### src/sv/sprite_scanline_rle_packer_core_defines.svh
// assertion macros for the scanline packer
// no dependencies
`ifndef SPRITE_SCANLINE_RLE_PACKER_CORE_DEFINES_SVH
`define SPRITE_SCANLINE_RLE_PACKER_CORE_DEFINES_SVH
`define SSRP_ASSERT_IMP(lbl, rst_n, a, c) \
lbl: assert property (@(posedge clk) disable iff (!rst_n) (a) |-> (c)) else $error("lbl");
`define SSRP_ASSERT_NXT(lbl, rst_n, a, c) \
lbl: assert property (@(posedge clk) disable iff (!rst_n) (a) |=> (c)) else $error("lbl");
`endif

### src/sv/ssrp_pkg.sv
// types and constants of the scanline packer
// no dependencies
package ssrp_pkg;
	typedef struct packed {
		logic [3:0] pixel;
		logic       opaque;
		logic       line_end;
	} in_t;
	typedef struct packed {
		logic [7:0] out_byte;
		logic       final_byte;
	} out_t;
	localparam logic [1:0] MODE_LIT = 2'd0;
	localparam logic [1:0] MODE_PACKED = 2'd1;
	localparam logic [1:0] MODE_SHAPED = 2'd2;
	localparam logic [1:0] MODE_SPARE = 2'd3;
	localparam logic [1:0] REG_MODE = 2'd0;
	localparam logic [1:0] REG_CBITS = 2'd1;
	localparam int MAX_DATA = 63;
	localparam int MAX_PACKET = 16;
	typedef enum logic [10:0] {
		ST_LOAD  = 11'b00000000001,
		ST_SETUP = 11'b00000000010,
		ST_ARD   = 11'b00000000100,
		ST_ASCAN = 11'b00000001000,
		ST_DEC   = 11'b00000010000,
		ST_HDR   = 11'b00000100000,
		ST_PRD   = 11'b00001000000,
		ST_PIX   = 11'b00010000000,
		ST_CLOSE = 11'b00100000000,
		ST_EMIT  = 11'b01000000000,
		ST_ERD   = 11'b10000000000
	} state_t;
endpackage

### src/sv/ssrp_line_mem.sv
// line store for pixels of one scanline, one write and one registered read
// depends on nothing
module ssrp_line_mem #(
	parameter int DEPTH = 64,
	parameter int AW = 6
) (
	input  logic          clk,
	input  logic          we,
	input  logic [AW-1:0] waddr,
	input  logic [3:0]    wdata,
	input  logic [AW-1:0] raddr,
	output logic [3:0]    rdata
);
	logic [3:0] mem [DEPTH];
	always_ff @(posedge clk) begin
		if (we) mem[waddr] <= wdata;
		rdata <= mem[raddr];
	end
endmodule

### src/sv/ssrp_byte_mem.sv
// byte store for the encoded data of one scanline
// depends on nothing
module ssrp_byte_mem (
	input  logic       clk,
	input  logic       we,
	input  logic [5:0] waddr,
	input  logic [7:0] wdata,
	input  logic [5:0] raddr,
	output logic [7:0] rdata
);
	logic [7:0] mem [64];
	always_ff @(posedge clk) begin
		if (we) mem[waddr] <= wdata;
		rdata <= mem[raddr];
	end
endmodule

### src/sv/sprite_scanline_rle_packer_core.sv
// scanline packer top level: load, window analysis, bit packing, byte output
// depends on ssrp_pkg, ssrp_line_mem, ssrp_byte_mem, defines header
//  channel | dir | handshake
//  in      | in  | in_valid / in_ready, ssrp_pkg::in_t
//  out     | out | out_valid / out_ready, ssrp_pkg::out_t
//  apb     | in  | psel penable pwrite paddr pwdata prdata pready
// pixels load one per cycle; at line_end setup runs, then the line is encoded
// literal: each pixel is read, then packed; packed/shaped: each analysis pass reads its
// window and decides; each header is packed, each emitted pixel is read, then packed
// at line done, closing writes the last byte, plus a zero pad byte if it is alone;
// then the count byte and each data byte go out; output stalls hold the byte in place
// no request is taken until the last byte of the line has been delivered
// reset clears control state only; memories need no clearing
`include "sprite_scanline_rle_packer_core_defines.svh"
module sprite_scanline_rle_packer_core #(
	parameter int MAX_PIXELS = 64,
	parameter int WINDOW = 32
) (
	input  logic            clk,
	input  logic            arst_n,
	input  logic            in_valid,
	output logic            in_ready,
	input  ssrp_pkg::in_t   in_data,
	output logic            out_valid,
	input  logic            out_ready,
	output ssrp_pkg::out_t  out_data,
	input  logic            psel,
	input  logic            penable,
	input  logic            pwrite,
	input  logic [2:0]      paddr,
	input  logic [31:0]     pwdata,
	output logic [31:0]     prdata,
	output logic            pready
);
	localparam int AW = $clog2(MAX_PIXELS);
	localparam int CW = $clog2(MAX_PIXELS + 1);
	localparam int WW = $clog2(WINDOW + 1);

	ssrp_pkg::state_t st_q;
	logic [1:0] mode_q;
	logic [2:0] cbits_q;
	logic [CW-1:0] cnt_q, lastop_q, len_q, pos_q;
	logic seen_q;
	logic [WW-1:0] alen_q, k_q;
	logic [3:0] prev_q;
	logic prev_ok_q;
	logic [WW-1:0] run_q, longest_q, lpos_q;
	logic lit_q;
	logic [4:0] n_q;
	logic [7:0] acc_q;
	logic [3:0] free_q;
	logic [6:0] bc_q;
	logic [6:0] ei_q;
	logic [3:0] rd4;
	logic [7:0] rd8;
	logic [AW-1:0] lraddr;
	logic [5:0] braddr;
	logic bwe;
	logic [7:0] bwd;
	logic [2:0] cb;
	logic [3:0] mask, pv;

	assign pready = 1'b1;
	always_comb begin
		unique case (paddr[2])
			ssrp_pkg::REG_MODE[0]: prdata = {30'd0, mode_q};
			default: prdata = {29'd0, cbits_q};
		endcase
	end
	always_comb begin
		if (cbits_q == 3'd0) cb = 3'd1;
		else if (cbits_q > 3'd4) cb = 3'd4;
		else cb = cbits_q;
	end
	assign mask = 4'((5'd1 << cb) - 5'd1);
	assign pv = rd4 & mask;

	assign in_ready = (st_q == ssrp_pkg::ST_LOAD);
	wire in_acc = in_valid && in_ready;
	wire lwe = in_acc && (cnt_q < CW'(MAX_PIXELS));

	ssrp_line_mem #(.DEPTH(MAX_PIXELS), .AW(AW)) u_line (
		.clk(clk), .we(lwe), .waddr(cnt_q[AW-1:0]), .wdata(in_data.pixel),
		.raddr(lraddr), .rdata(rd4)
	);
	ssrp_byte_mem u_bytes (
		.clk(clk), .we(bwe), .waddr(bc_q[5:0]), .wdata(bwd),
		.raddr(braddr), .rdata(rd8)
	);

	// bit packer: appends w bits (<=5) of val to the accumulator
	logic [7:0] pk_acc;
	logic [3:0] pk_free;
	logic pk_push;
	logic [7:0] pk_byte;
	logic [4:0] put_val;
	logic [2:0] put_w;
	logic do_put;
	always_comb begin
		logic [12:0] wide;
		wide = {5'd0, acc_q} << put_w;
		wide = wide | 13'(put_val & 5'((6'd1 << put_w) - 6'd1));
		pk_push = 1'b0;
		pk_byte = 8'd0;
		if ({1'b0, put_w} >= free_q) begin
			pk_push = 1'b1;
			pk_byte = 8'(wide >> (4'(put_w) - free_q));
			pk_free = 4'd8 - (4'(put_w) - free_q);
			pk_acc = 8'(wide) & 8'((9'd1 << (4'(put_w) - free_q)) - 9'd1);
		end else begin
			pk_free = free_q - 4'(put_w);
			pk_acc = 8'(wide);
		end
	end

	// analysis scan step helpers
	wire [CW-1:0] rem = len_q - pos_q;
	wire [WW-1:0] a_inc_run = run_q + 1'b1;
	wire [WW-1:0] remw = (rem > CW'(WINDOW)) ? WW'(WINDOW) : WW'(rem);
	function automatic logic [4:0] capf(input logic [WW-1:0] x);
		capf = (x > WW'(ssrp_pkg::MAX_PACKET)) ? 5'd16 : 5'(x);
	endfunction

	always_comb begin
		lraddr = pos_q[AW-1:0] + AW'(k_q);
		braddr = ei_q[5:0] - 6'd1;
		put_val = 5'd0;
		put_w = 3'd0;
		do_put = 1'b0;
		unique case (st_q)
			ssrp_pkg::ST_HDR: begin
				put_val = lit_q ? ((n_q - 5'd1) | 5'h10) : (n_q - 5'd1);
				put_w = 3'd5;
				do_put = 1'b1;
			end
			ssrp_pkg::ST_PIX: begin
				put_val = {1'b0, pv};
				put_w = cb;
				do_put = 1'b1;
			end
			ssrp_pkg::ST_PRD: lraddr = pos_q[AW-1:0];
			ssrp_pkg::ST_ERD: braddr = ei_q[5:0];
			default: begin end
		endcase
	end

	logic close_pad;
	always_comb begin
		bwe = 1'b0;
		bwd = pk_byte;
		if (do_put && pk_push && bc_q < 7'(ssrp_pkg::MAX_DATA)) bwe = 1'b1;
		if (st_q == ssrp_pkg::ST_CLOSE) begin
			bwd = close_pad ? 8'd0 : 8'(acc_q << free_q);
			bwe = bc_q < 7'(ssrp_pkg::MAX_DATA);
		end
	end
	logic padz_q;
	assign close_pad = padz_q ? 1'b1 : (free_q == 4'd8);

	logic [7:0] total_q;
	logic first_q;
	always_ff @(posedge clk or negedge arst_n) begin
		if (!arst_n) begin
			st_q <= ssrp_pkg::ST_LOAD;
			mode_q <= ssrp_pkg::MODE_LIT;
			cbits_q <= 3'd4;
			cnt_q <= '0;
			seen_q <= 1'b0;
			lastop_q <= '0;
			acc_q <= 8'd0;
			free_q <= 4'd8;
			bc_q <= 7'd0;
			out_valid <= 1'b0;
			padz_q <= 1'b0;
		end else begin
			if (psel && penable && pwrite) begin
				if (paddr[2] == ssrp_pkg::REG_CBITS[0]) cbits_q <= pwdata[2:0];
				else mode_q <= pwdata[1:0];
			end
			if (do_put) begin
				acc_q <= pk_acc;
				free_q <= pk_free;
				if (bwe) bc_q <= bc_q + 7'd1;
			end
			unique case (st_q)
				ssrp_pkg::ST_LOAD: if (in_acc) begin
					if (lwe) begin
						cnt_q <= cnt_q + 1'b1;
						if (in_data.opaque) begin
							lastop_q <= cnt_q;
							seen_q <= 1'b1;
						end
					end
					if (in_data.line_end) st_q <= ssrp_pkg::ST_SETUP;
				end
				ssrp_pkg::ST_SETUP: begin
					acc_q <= 8'd0;
					free_q <= 4'd8;
					bc_q <= 7'd0;
					padz_q <= 1'b0;
					pos_q <= '0;
					if (mode_q == ssrp_pkg::MODE_PACKED) begin
						len_q <= cnt_q;
						st_q <= ssrp_pkg::ST_ARD;
						alen_q <= '0;
					end else if (mode_q == ssrp_pkg::MODE_SHAPED) begin
						len_q <= !seen_q ? '0 : (lastop_q + 1'b1 < cnt_q ? lastop_q + 1'b1 : cnt_q);
						st_q <= ssrp_pkg::ST_ARD;
						alen_q <= '0;
					end else begin
						len_q <= cnt_q;
						lit_q <= 1'b1;
						n_q <= 5'd0;
						st_q <= ssrp_pkg::ST_PRD;
					end
					k_q <= '0;
				end
				ssrp_pkg::ST_ARD: begin
					// start a new analysis pass; alen_q zero means a fresh window
					if (pos_q >= len_q) begin
						st_q <= ssrp_pkg::ST_CLOSE;
					end else begin
						if (alen_q == '0) alen_q <= remw;
						k_q <= '0;
						run_q <= '0;
						longest_q <= WW'(1);
						lpos_q <= '0;
						prev_ok_q <= 1'b0;
						st_q <= ssrp_pkg::ST_ASCAN;
					end
				end
				ssrp_pkg::ST_ASCAN: begin
					// rd4 holds pixel pos+k-1 once k_q past zero
					if (k_q != '0) begin
						if (prev_ok_q && pv == prev_q) begin
							run_q <= a_inc_run;
							if (a_inc_run >= longest_q) begin
								longest_q <= a_inc_run;
								lpos_q <= k_q - a_inc_run;
							end
						end else begin
							prev_q <= pv;
							prev_ok_q <= 1'b1;
							run_q <= WW'(1);
						end
					end
					if (k_q == alen_q) st_q <= ssrp_pkg::ST_DEC;
					else k_q <= k_q + 1'b1;
				end
				ssrp_pkg::ST_DEC: begin
					k_q <= '0;
					if (longest_q == WW'(1)) begin
						lit_q <= 1'b1; n_q <= capf(alen_q); st_q <= ssrp_pkg::ST_HDR;
					end else if (lpos_q != '0 && (6'(lpos_q) + 6'(longest_q) > 6'd15)) begin
						alen_q <= lpos_q; st_q <= ssrp_pkg::ST_ARD;
					end else if (10'd5 + 10'(cb) < 10'(longest_q) * 10'(cb)) begin
						if (lpos_q == '0) begin
							lit_q <= 1'b0; n_q <= capf(longest_q); st_q <= ssrp_pkg::ST_HDR;
						end else begin
							alen_q <= lpos_q; st_q <= ssrp_pkg::ST_ARD;
						end
					end else begin
						lit_q <= 1'b1; n_q <= capf(alen_q); st_q <= ssrp_pkg::ST_HDR;
					end
				end
				ssrp_pkg::ST_HDR: st_q <= ssrp_pkg::ST_PRD;
				ssrp_pkg::ST_PRD: begin
					if (mode_q != ssrp_pkg::MODE_PACKED && mode_q != ssrp_pkg::MODE_SHAPED
						&& pos_q >= len_q) st_q <= ssrp_pkg::ST_CLOSE;
					else st_q <= ssrp_pkg::ST_PIX;
				end
				ssrp_pkg::ST_PIX: begin
					if (!lit_q) begin
						pos_q <= pos_q + CW'(n_q);
						alen_q <= '0;
						st_q <= ssrp_pkg::ST_ARD;
					end else begin
						pos_q <= pos_q + 1'b1;
						if (mode_q != ssrp_pkg::MODE_PACKED && mode_q != ssrp_pkg::MODE_SHAPED)
							st_q <= ssrp_pkg::ST_PRD;
						else if (n_q == 5'd1) begin
							alen_q <= '0; st_q <= ssrp_pkg::ST_ARD;
						end else begin
							n_q <= n_q - 5'd1; st_q <= ssrp_pkg::ST_PRD;
						end
					end
				end
				ssrp_pkg::ST_CLOSE: begin
					if (bwe) bc_q <= bc_q + 7'd1;
					acc_q <= 8'd0;
					free_q <= 4'd8;
					if (bc_q + 7'(bwe) == 7'd1 && !padz_q) begin
						padz_q <= 1'b1;
					end else begin
						total_q <= 8'(bc_q + 7'(bwe) + 7'd1);
						ei_q <= 7'd0;
						first_q <= 1'b1;
						out_valid <= 1'b1;
						st_q <= ssrp_pkg::ST_EMIT;
					end
				end
				ssrp_pkg::ST_EMIT: if (out_valid && out_ready) begin
					if (ei_q + 7'd1 == 7'(total_q)) begin
						out_valid <= 1'b0;
						cnt_q <= '0;
						seen_q <= 1'b0;
						lastop_q <= '0;
						st_q <= ssrp_pkg::ST_LOAD;
					end else begin
						out_valid <= 1'b0;
						st_q <= ssrp_pkg::ST_ERD;
					end
				end
				ssrp_pkg::ST_ERD: begin
					first_q <= 1'b0;
					ei_q <= ei_q + 7'd1;
					out_valid <= 1'b1;
					st_q <= ssrp_pkg::ST_EMIT;
				end
				default: st_q <= ssrp_pkg::ST_LOAD;
			endcase
		end
	end
	// byte index ei_q>0 shows data byte ei_q-1, read during ST_ERD
	assign out_data.out_byte = first_q ? total_q : rd8;
	assign out_data.final_byte = (ei_q + 7'd1 == 7'(total_q));

	`SSRP_ASSERT_IMP(a_ready_only_load, arst_n, in_ready, !out_valid)
	`SSRP_ASSERT_IMP(a_bc_bound, arst_n, 1'b1, bc_q <= 7'd63)
	`SSRP_ASSERT_NXT(a_load_end, arst_n, in_acc && in_data.line_end, st_q == ssrp_pkg::ST_SETUP)
endmodule
### config.mk
export PLATFORM = sky130hd
export DESIGN_NAME = sprite_scanline_rle_packer_core
export DESIGN_NICKNAME = d
export VERILOG_FILES = /design/src/sv/ssrp_pkg.sv /design/src/sv/ssrp_line_mem.sv /design/src/sv/ssrp_byte_mem.sv /design/src/sv/sprite_scanline_rle_packer_core.sv
export VERILOG_INCLUDE_DIRS = /design/src /design/src/sv
export SDC_FILE = /design/constraint.sdc
export NUM_CORES = 1
export LEC_CHECK = 0
export ABC_AREA = 1
export ABC_CLOCK_PERIOD_IN_PS = 6000
export BUFFER_PORTS_ARGS = -buffer_cell sky130_fd_sc_hd__buf_2
export CORE_ASPECT_RATIO = 2
export CORE_UTILIZATION = 53
export DETAILED_ROUTE_END_ITERATION = 16
export HOLD_SLACK_MARGIN = 0.15
export PLACE_DENSITY = 0.71
export SLEW_MARGIN = 20
export SYNTH_ARGS = -nofsm -noshare
export SYNTH_HDL_FRONTEND = slang
export SYNTH_SLANG_ARGS = --single-unit
export TNS_END_PERCENT = 20
### constraint.sdc
create_clock -name clk -period 6 [get_ports clk]
set_input_delay 0.3 -clock clk [delete_from_list [all_inputs] [get_ports clk]]
set_output_delay 0.3 -clock clk [all_outputs]
set_load 0.005 [all_outputs]
* Word level (Yosys, flattened, before mapping)
Memory sizes are Yosys's and may differ from the RTL's. A register that Yosys moved wholly into a read port is not among the register bits.
Index checks and enable logic that the tools add are counted.
** Operators by class
- $add $sub $neg :: 24
- Multipliers :: 1
- Magnitude comparators :: 12
- Equal/unequal tests :: 51
- Shifts and indexed selects :: 6
- Multiplexer cells :: 129
- Bitwise logic cells :: 7
- Reduce and logical (&&, ||, !) cells :: 51
** Operator list (count)
- 2-to-1 mux 6 bit :: 26
- 2-to-1 mux 7 bit :: 21
- one-hot mux 11 bit (11 select lines) :: 1
- 2-to-1 mux 11 bit :: 9
- one-hot mux 7 bit (2 select lines) :: 5
- 2-to-1 mux 5 bit :: 12
- 2-to-1 mux 8 bit :: 7
- != test 2 bit, second input constant :: 18
- one-hot mux 6 bit (2 select lines) :: 3
- adder 7 x 1 -> 7 bit, second input constant :: 5
- 2-to-1 mux 1 bit :: 26
- one-hot mux 6 bit (4 select lines) :: 1
- 2-to-1 mux 9 bit :: 2
- != test 3 bit, second input constant :: 6
- one-hot mux 6 bit (3 select lines) :: 1
- AND reduction 6 bit :: 3
- one-hot mux 5 bit (3 select lines) :: 1
- AND reduction 5 bit :: 3
- nonzero test 2 bit :: 7
- OR 13 x 5 -> 13 bit :: 1
- left shift 8 x 3 -> 13 bit :: 1
- >> shifter 13 x 4 -> 8 bit :: 1
- adder 6 x 1 -> 6 bit, second input constant :: 2
- adder 6 bit :: 2
- 75 further kinds :: 117
** Word-level totals
- Register bits :: 123
- Bits in writable memories :: 768
- Input bits :: 48
- Output and inout bits :: 44
- Word-level logic and storage cells :: 308
- Memories :: 2
** Memories
- u_bytes.mem :: words 64, bits a word 8, read ports 1, clocked after Yosys merged registers in 1, write ports 1, line ssrp_byte_mem.sv:11 : logic [7:0] mem [64];
- u_line.mem :: words 64, bits a word 4, read ports 1, clocked after Yosys merged registers in 1, write ports 1, line ssrp_line_mem.sv:14 : logic [3:0] mem [DEPTH];

* Longest topological paths before layout
Gate-level depths: netlist (run 1).
- Depth after elaboration :: 15
- Mapped depth :: 32

* Modules after synthesis
From an unflattened synthesis (run 1), not the netlist that was laid out.
** Second synthesis, totals
- Cell total of the unflattened synthesis :: 4183
- Area total of the unflattened synthesis :: 42899.9 um^2
** Modules (own cells, without submodules)
- ssrp_byte_mem :: times used 1, cells an instance 1822, area each 21291.7 um^2, sequential area each 15534.9 um^2
- ssrp_line_mem :: times used 1, cells an instance 948, area each 10881.7 um^2, sequential area each 7767.4 um^2
- sprite_scanline_rle_packer_core :: times used 1, cells an instance 1413, area each 10726.5 um^2, sequential area each 3437.0 um^2

* Worst setup path after synthesis (run 1)
No wires, ideal clock.
- Kind :: reg2reg
- Start :: register st_q[0]
- End :: memory u_bytes.mem[0][5] (data pin)
- Setup time :: 0.518 ns
- Arrival :: 4.374 ns
- Required time :: 5.482 ns
- Slack :: 1.108 ns
- Stages on the path, launching flop included :: 21
- Buffers on the path :: 2
- Cell sequence :: dfstp_2 > nor2_2 > nand2_2 > nor2_8 > nand2_4 > nand2_2 > nand2_1 > inv_1 > buf_4 > ha_1 > buf_2 > nand2_1 > nor2_1 > nor3_1 > nor2_2 > inv_2 > nor2_1 > inv_1 > nor2_1 > nand2_1 > o21ai_1
** Between the ends
- Longest elaborated chain between the ends :: 9
- Elaborated cells on any way between the ends :: 15
- Classes of those cells :: add/sub: 2; order compare: 1; eq/ne: 3; shift: 3; mux: 4; bitwise: 2
** RTL lines
- start: declaration :: line sprite_scanline_rle_packer_core.sv:39 : ssrp_pkg::state_t st_q;
- start signal: assignment :: line sprite_scanline_rle_packer_core.sv:164 : st_q <= ssrp_pkg::ST_LOAD;
- start signal: assignment :: line sprite_scanline_rle_packer_core.sv:194 : if (in_data.line_end) st_q <= ssrp_pkg::ST_SETUP;
- start signal: assignment :: line sprite_scanline_rle_packer_core.sv:204 : st_q <= ssrp_pkg::ST_ARD;
- equality test 11 x 8 -> 1 bit or equality test 11 x 6 -> 1 bit (tied branches) :: line sprite_scanline_rle_packer_core.sv:130 : unique case (st_q)
- one-hot mux 3 bit (2 select lines) :: line sprite_scanline_rle_packer_core.sv:130
- left shift 1 x 3 -> 5 bit :: line sprite_scanline_rle_packer_core.sv:102 : wide = wide | 13'(put_val & 5'((6'd1 << put_w) - 6'd1));
- subtractor 5 x 1 -> 5 bit :: line sprite_scanline_rle_packer_core.sv:102
- bitwise AND 5 bit :: line sprite_scanline_rle_packer_core.sv:102
- OR 13 x 5 -> 13 bit :: line sprite_scanline_rle_packer_core.sv:102
- >> shifter 13 x 4 -> 8 bit :: line sprite_scanline_rle_packer_core.sv:107 : pk_byte = 8'(wide >> (4'(put_w) - free_q));
- 2-to-1 mux 8 bit :: line sprite_scanline_rle_packer_core.sv:105 : if ({1'b0, put_w} >= free_q) begin
- 2-to-1 mux 8 bit * :: line sprite_scanline_rle_packer_core.sv:152 : if (st_q == ssrp_pkg::ST_CLOSE) begin
- via bwd[5] :: line sprite_scanline_rle_packer_core.sv:59 : logic [7:0] bwd;
- end: declaration :: line ssrp_byte_mem.sv:11
Mark *: on every way through the listed nets, which the timed path passes. The rest lies on a longest branch.

* Worst setup path in the final report (run 1)
- Start :: register st_q[8]
- End :: register st_q[9]
** Between the ends
- Longest elaborated chain between the ends :: 13
- Elaborated cells on any way between the ends :: 31
- Classes of those cells :: add/sub: 1; order compare: 1; eq/ne: 17; mux: 6; reduce/logical: 6
** RTL lines
- equality test 11 x 8 -> 1 bit or equality test 11 x 6 -> 1 bit (tied branches) :: line sprite_scanline_rle_packer_core.sv:130, sprite_scanline_rle_packer_core.sv:185
- one-hot mux 3 bit (2 select lines) :: line sprite_scanline_rle_packer_core.sv:130
- greater-or-equal comparator 3 x 4 -> 1 bit :: line sprite_scanline_rle_packer_core.sv:105
- 2-to-1 mux 1 bit :: line sprite_scanline_rle_packer_core.sv:105
- logical AND 1 bit (2 in series) :: line sprite_scanline_rle_packer_core.sv:151 : if (do_put && pk_push && bc_q < 7'(ssrp_pkg::MAX_DATA)) bwe = 1'b1;
- 2-to-1 mux 1 bit :: line sprite_scanline_rle_packer_core.sv:151
- 2-to-1 mux 1 bit :: line sprite_scanline_rle_packer_core.sv:152
- adder 7 x 1 -> 7 bit :: line sprite_scanline_rle_packer_core.sv:292 : if (bc_q + 7'(bwe) == 7'd1 && !padz_q) begin
- equality test 7 x 1 -> 1 bit :: line sprite_scanline_rle_packer_core.sv:292
- logical AND 1 bit :: line sprite_scanline_rle_packer_core.sv:292
- != test 2 bit (no line)
- AND reduction 5 bit (no line)
Parallel ways exist; a longest one is shown, timed or not.
A chain may end at the register's enable or synchronous reset.

==> impl_metrics.yaml, run 1 <==
outcome:
  status: "complete, no violations"
floorplanning:
  die-area_um2: 81100
  die_height_um: 402
  core-area_um2: 79100
  rows: 146
  die_w_um: 202
  start_util_pct: 53.5
  io-pin-count: 92
yosys:
  synthCells: 3750
  synth_xor_area_share_pct: 1.17
  async_flop_share_pct: 5.76
  synth.largest_area_cell: "edfxtp_1"
  ys_seq_area_share_pct: 63.1
  ys_types: 66
  synthMostInstantiatedCell: "edfxtp_1"
  synth_top_family_by_area: "simple AND/OR/NAND/NOR gates"
  synth_area_um2: 42400
  synthFlopType: "edfxtp_1"
  synth_edf_count: 839
  synthMuxAreaShare_pct: 0.213
  yosys_warnings: 0
  synth_compound_area_share_pct: 12.9
  synth_area_leaders: "edfxtp_1 59%, o211ai_1 6.2%, o21ai_0 4.0%"
  synthAdderAreaFrac_pct: 2.91
  synth-seq-cells: 903
  ys_top_cells_by_count: "839 x edfxtp_1, 446 x nor2_1, 358 x nand2_1"
  synth.top_cell.area_share_pct: 59.5
  synth.avg_cell_area_um2: 11.3
  synth-simple-area-share_pct: 14.2
clock_network:
  tritoncts: "built"
  clk_root_buffer_cell: "clkbuf_16"
  numCtsBuffers: 76
  insertion_delay_ns: 0.66
  cts_setup_buffers: 0
  clk_pin_slew_ns: 0.07
  cts.path.max_buffers: 3
  htreeDepth: 3
  cts_sinks: 903
place:
  place.gp.congestion: 0.939
  dp_hpwl_um: 71900
  placed_cells: 4692
  portBuffers: 30
  post-place-ws_ns: 0.862
critical_path:
  critPathKind: "reg -> reg"
  startpoint_type: "flip-flop"
  worstPathRequired_ns: 6.54
  reg2reg_setup_slack_ns: 0.64
  rr_worst_depth: 28
  critPathMaxFanout: 17
  crit_arrival_ns: 5.90
  crit_top_cell: "nand2_1"
  regToRegEndpoint: "st_q[9]$_DFFE_PN0P_"
  crit_start: "st_q[8]$_DFFE_PN0P_"
  slowest_delay_ns: 0.56
  rr_startpoint: "st_q[8]$_DFFE_PN0P_"
  end_kind: "flip-flop"
  cpMaxStageDelayCell: "dlygate4sd3_1"
timing:
  fmax_ghz: 0.187
  fin_skew_ns: 0.0132
  fin_crit_sh_pct: 89.3
  hold_ws_ns: 0.204
  rsz0062_at_grt: "no"
  hold_viol: 0
  final-setup-viol-count: 0
  relSlewSlack_pct: 28.3
  slew_viol_final: 0
  final.setup.tns_ns: 0
  fin_ws_ns: 0.644
  worst_slew_pin_slew_ns: 1.07
  post-route-min-period_ns: 5.36
power_and_ir_drop:
  power.density_nw_per_um2: 338
  leakage_uw: 0.0162
  peakVddDrop_v: 0.000297
  clkPwrFrac_pct: 32.2
  p_comb_share_pct: 20.0
  power.switching_uw: 4700
  p_sw_share_pct: 30.4
  p_int_uw: 10800
  seqPwrFrac_pct: 47.8
route:
  routed-via-count: 28753
  drcViolationCount: 0
  vias_per_cell: 5.94
  drtIter0Drc: 2430
  ant_nets: 0
  wl_per_cell_um: 22.2
  finalWirelength_um: 107000
  first_pass_iters: 6
global_route:
  grt_pass1_vias: 28637
  grtUsageMet3_pct: 3.16
  grt_pass1_wl_um: 163000
  overflow: 0
  grt_start_max_net_pins: 110
  antenna_found_initial: 1
  use_met1_pct: 27.1
  track_usage_pct: 26.6
  global_route.usage.met2_pct: 50.1
  busiest_layer: "met2"
worst_hold_path:
  hold_path_depth: 4
  worstHoldStart: "penable"
  whs_endpoint: "cbits_q[1]$_DFFE_PN0P_"
  holdCritPathClass: "in -> reg"
cells_and_area:
  fin_nets: 3887
  insertedDiodeCount: 0
  utilization_pct: 58.0
  drive_gt1_share_pct: 8.98
  areaGrowthSynthToFinish_pct: 8.26
  instances_no_fill: 4844
job:
  max-cap-violations: 0
## worst max-delay path by stage
stage | slack (ns) | to | cells after the start
CTS | 0.69 | st_q[9]$_DFFE_PN0P_ | 28
global route | 0.20 | st_q[9]$_DFFE_PN0P_ | 28
floorplan | 1.11 | u_bytes.mem[0][5]$_DFFE_PP_ | 20
global placement | 0.94 | total_q[3]$_DFFE_PP_ | 23
finish | 0.64 | st_q[9]$_DFFE_PN0P_ | 28
detailed placement | 0.86 | total_q[2]$_DFFE_PP_ | 22
## cell families (layout without fill, tap and decap cells)
kind of cell             Yosys count  in the layout
flip-flops                       903            903
multiplexers                       8              8
adder cells (fa/ha/maj)           92             92
buffers and inverters            502            524
XOR/XNOR                          55             55
AND/OR/NAND/NOR                 1321           1321
AO/OA/AOI/OAI                    867            867
other                              2             38
## critical path: cells and delay by family, from the launching register on
kind | cells | cell delay [ns]
compound gates | 4 | 0.46
simple gates | 16 | 2.18
flops | 1 | 0.46
buf+inv | 5 | 1.25
fa+ha+maj | 3 | 0.90
## stage by stage
stage               power [uW]  area (um2)
floorplan                 9570       42500
global placement         10500       43200
detailed placement       10600       43200
CTS                      15500       45800
global route             16100       45900
finish                   15500       45900
## layout make-up
type                    count  area [um2]
clock buffers              98        2110
clock inverters            41         362
fillers                  6518       33200
inverters                 288        1090
multi-input cells        2381       13500
flip-flops and latches    903       26700
well taps                1036        1300
repair buffers             97         711
## layout by cell type (no fill, tap or decap), drive strengths merged, types with 5 or more instances in the layout
cell type    netlist  layout
conb               2      38
nor2             456     456
clkbuf            55      98
nor4               9       9
o32ai              7       7
dfxtp             12      12
clkinvlp           0       9
nand3            294     294
clkinv            11      39
o21ai            374     374
edfxtp           839     839
fa                11      11
o21bai            37      37
ha                81      81
or2              115     115
nand4             25      25
dfrtp             49      49
a21oi             56      56
inv              277     277
o31ai              5       5
nand2            375     375
xor2              42      42
dlygate4sd3        0      13
a31oi              7       7
xnor2             13      13
o211ai           348     348
buf              159      84
nor3              35      35
mux2               8       8
o221ai             8       8
o22ai              9       9
nand3b             6       6
## what timing repair did
item,CTS,global route
gates resized for setup,0,0
hold buffers,13,0
hold endpoints to repair,58,0
## metal layers
layer	up-vias	routed length, um
li1	13450	-
met1	13966	36200
met2	989	58800
met3	348	5020
met4	0	7460
met5	-	0
## flip-flops by register name, summed over array words and instances, names as in the netlist, 2 cells and up
signal	cells
cnt_q	7
lpos_q	6
pos_q	7
longest_q	6
len_q	7
n_q	5
lastop_q	7
free_q	4
st_q	11
acc_q	8
u_bytes.mem	512
u_line.mem	256
total_q	8
u_bytes.rdata	8
cbits_q	3
k_q	6
bc_q	7
u_line.rdata	4
run_q	6
ei_q	7
mode_q	2
prev_q	4
alen_q	6
## power by group through the flow
stage	logic, uW	clock network (uW)	registers [uW]
after global placement	2990	0	7530
after detailed placement	3060	0	7530
after CTS	3090	5010	7390
final	3100	4980	7400
after floorplan	2140	0	7430
after global routing	3440	5240	7410
No activity file was read; power rests on OpenSTA's default activity.
==> run 2, diff against run 1 <==
- PLACE_DENSITY: 0.71 -> 0.66
==> impl_metrics.yaml, run 2 (synthesis results as in run 1) <==
place:
  placed_cells: 4687
  portBuffers: 30
  dp_hpwl_um: 70800
  place.gp.congestion: 0.914
  post-place-ws_ns: 0.884
critical_path:
  end_kind: "flip-flop"
  critPathKind: "reg -> reg"
  crit_arrival_ns: 5.85
  critPathMaxFanout: 17
  worstPathRequired_ns: 6.54
  reg2reg_setup_slack_ns: 0.70
  cpMaxStageDelayCell: "dlygate4sd3_1"
  startpoint_type: "flip-flop"
  crit_top_cell: "nand2_1"
  rr_worst_depth: 28
  slowest_delay_ns: 0.54
floorplanning:
  start_util_pct: 53.5
  die-area_um2: 81100
  rows: 146
  core-area_um2: 79100
  die_w_um: 202
  die_height_um: 402
  io-pin-count: 92
worst_hold_path:
  hold_path_depth: 5
  holdCritPathClass: "in -> reg"
timing:
  relSlewSlack_pct: 29.9
  fin_skew_ns: 0.0259
  fin_crit_sh_pct: 88.4
  rsz0062_at_grt: "no"
  worst_slew_pin_slew_ns: 1.04
  post-route-min-period_ns: 5.30
  fin_ws_ns: 0.698
  slew_viol_final: 0
  final-setup-viol-count: 0
  final.setup.tns_ns: 0
  hold_viol: 0
  fmax_ghz: 0.189
power_and_ir_drop:
  leakage_uw: 0.0162
  seqPwrFrac_pct: 47.7
  power.density_nw_per_um2: 337
  p_int_uw: 10800
  peakVddDrop_v: 0.000322
  p_sw_share_pct: 30.2
  power.switching_uw: 4680
  finalPower_uw: 15500
  p_comb_share_pct: 19.9
  clkPwrFrac_pct: 32.4
route:
  drcViolationCount: 0
  drtIter0Drc: 2163
  finalWirelength_um: 108000
  first_pass_iters: 6
  routed-via-count: 28487
  wl_per_cell_um: 22.3
  vias_per_cell: 5.88
  ant_nets: 0
cells_and_area:
  drive_gt1_share_pct: 8.75
  top_register: "u_bytes.mem"
  insertedDiodeCount: 0
  utilization_pct: 58.1
  largest_register_ff_count: 512
  final_cell_mix: "839 x edfxtp_1, 446 x nor2_1, 351 x nand2_1"
  fin_nets: 3885
  areaGrowthSynthToFinish_pct: 8.45
  layout_top_registers: "u_bytes.mem x512, u_line.mem x256, st_q x11"
  instances_no_fill: 4842
  final_common_cell: "edfxtp_1"
global_route:
  global_route.usage.met2_pct: 50.4
  use_met1_pct: 28.1
  grtUsageMet3_pct: 3.22
  busiest_layer: "met2"
  track_usage_pct: 26.8
  antenna_found_initial: 0
  grt_start_max_net_pins: 129
  grt_pass1_vias: 28230
  overflow: 0
  grt_pass1_wl_um: 163000
clock_network:
  insertion_delay_ns: 0.68
  cts_setup_buffers: 0
  clk_pin_slew_ns: 0.07
  cts.path.max_buffers: 3
  htreeDepth: 3
  cts_sinks: 903
  numCtsBuffers: 77
  tritoncts: "built"
  clk_root_buffer_cell: "clkbuf_16"
outcome:
  status: "complete, no violations"
job:
  max-cap-violations: 0
run 2: cell count changes in the layout (fill, tap and decap cells not counted), moves of 2 or more:
| cell | delta |
|---|---|
| clkbuf_16 | -2 |
| dlygate4sd3_1 | +2 |
| buf_12 | +6 |
| bufinv_16 | +3 |
| clkinv_1 | +7 |
| clkinv_2 | -5 |
| buf_4 | -11 |
| inv_16 | -2 |
| clkbuf_1 | -2 |
run 2: per-stage QoR:
stage | hold slack (ns) | area, um2
final | 0.199 | 45900
after floorplan | 0.00441 | 42500
after detailed placement | 0.247 | 43300
after global routing | 0.232 | 45900
after global placement | 0.244 | 43300
after CTS | 0.167 | 45900
run 2: critical path: cells and delay by family, from the launching register on:
family | cells | cell delay [ns]
flip-flops | 1 | 0.46
AO/OA/AOI/OAI | 4 | 0.76
AND/OR/NAND/NOR | 17 | 2.07
adder cells (fa/ha/maj) | 2 | 0.65
buffers and inverters | 5 | 1.23
run 2: layer usage:
layer	vias up	part of all wire, %
met5	-	0
met3	300	4.3
li1	13439	-
met2	858	55
met4	0	5.9
met1	13890	35
run 2: final timing paths:
path,to,startpoint
max,st_q[9]$_DFFE_PN0P_,st_q[8]$_DFFE_PN0P_
min,st_q[1]$_DFFE_PN0P_,in_data[0]
max reg2reg,st_q[9]$_DFFE_PN0P_,st_q[8]$_DFFE_PN0P_
min reg2reg,seen_q$_DFFE_PN0P_,seen_q$_DFFE_PN0P_
max in group asynchronous,acc_q[1]$_DFFE_PN0P_,arst_n
min in group asynchronous,cbits_q[2]$_DFFE_PN1P_,arst_n
run 2: cell type report:
cell class,count,area [um2]
clock inverters,47,464
fillers,6469,33200
flip-flops and latches,903,26700
multi-input cells,2381,13500
well taps,1036,1300
clock buffers,93,2040
repair buffers,94,768
inverters,288,1090
run 2: power groups by stage:
stage | sequential (uW) | clock [uW] | combinational, uW
final | 7390 | 5020 | 3090
after global routing | 7400 | 5300 | 3420
after CTS | 7380 | 5080 | 3080
after detailed placement | 7520 | 0 | 3050
after global placement | 7510 | 0 | 3000
after floorplan | 7430 | 0 | 2140
run 2: what timing repair did:
action | 4_1_cts | 5_1_grt
resized for setup | 0 | 0
setup endpoints to repair | 0 | 0
endpoints found under the hold margin | 59 | 0
hold buffers | 15 | 0
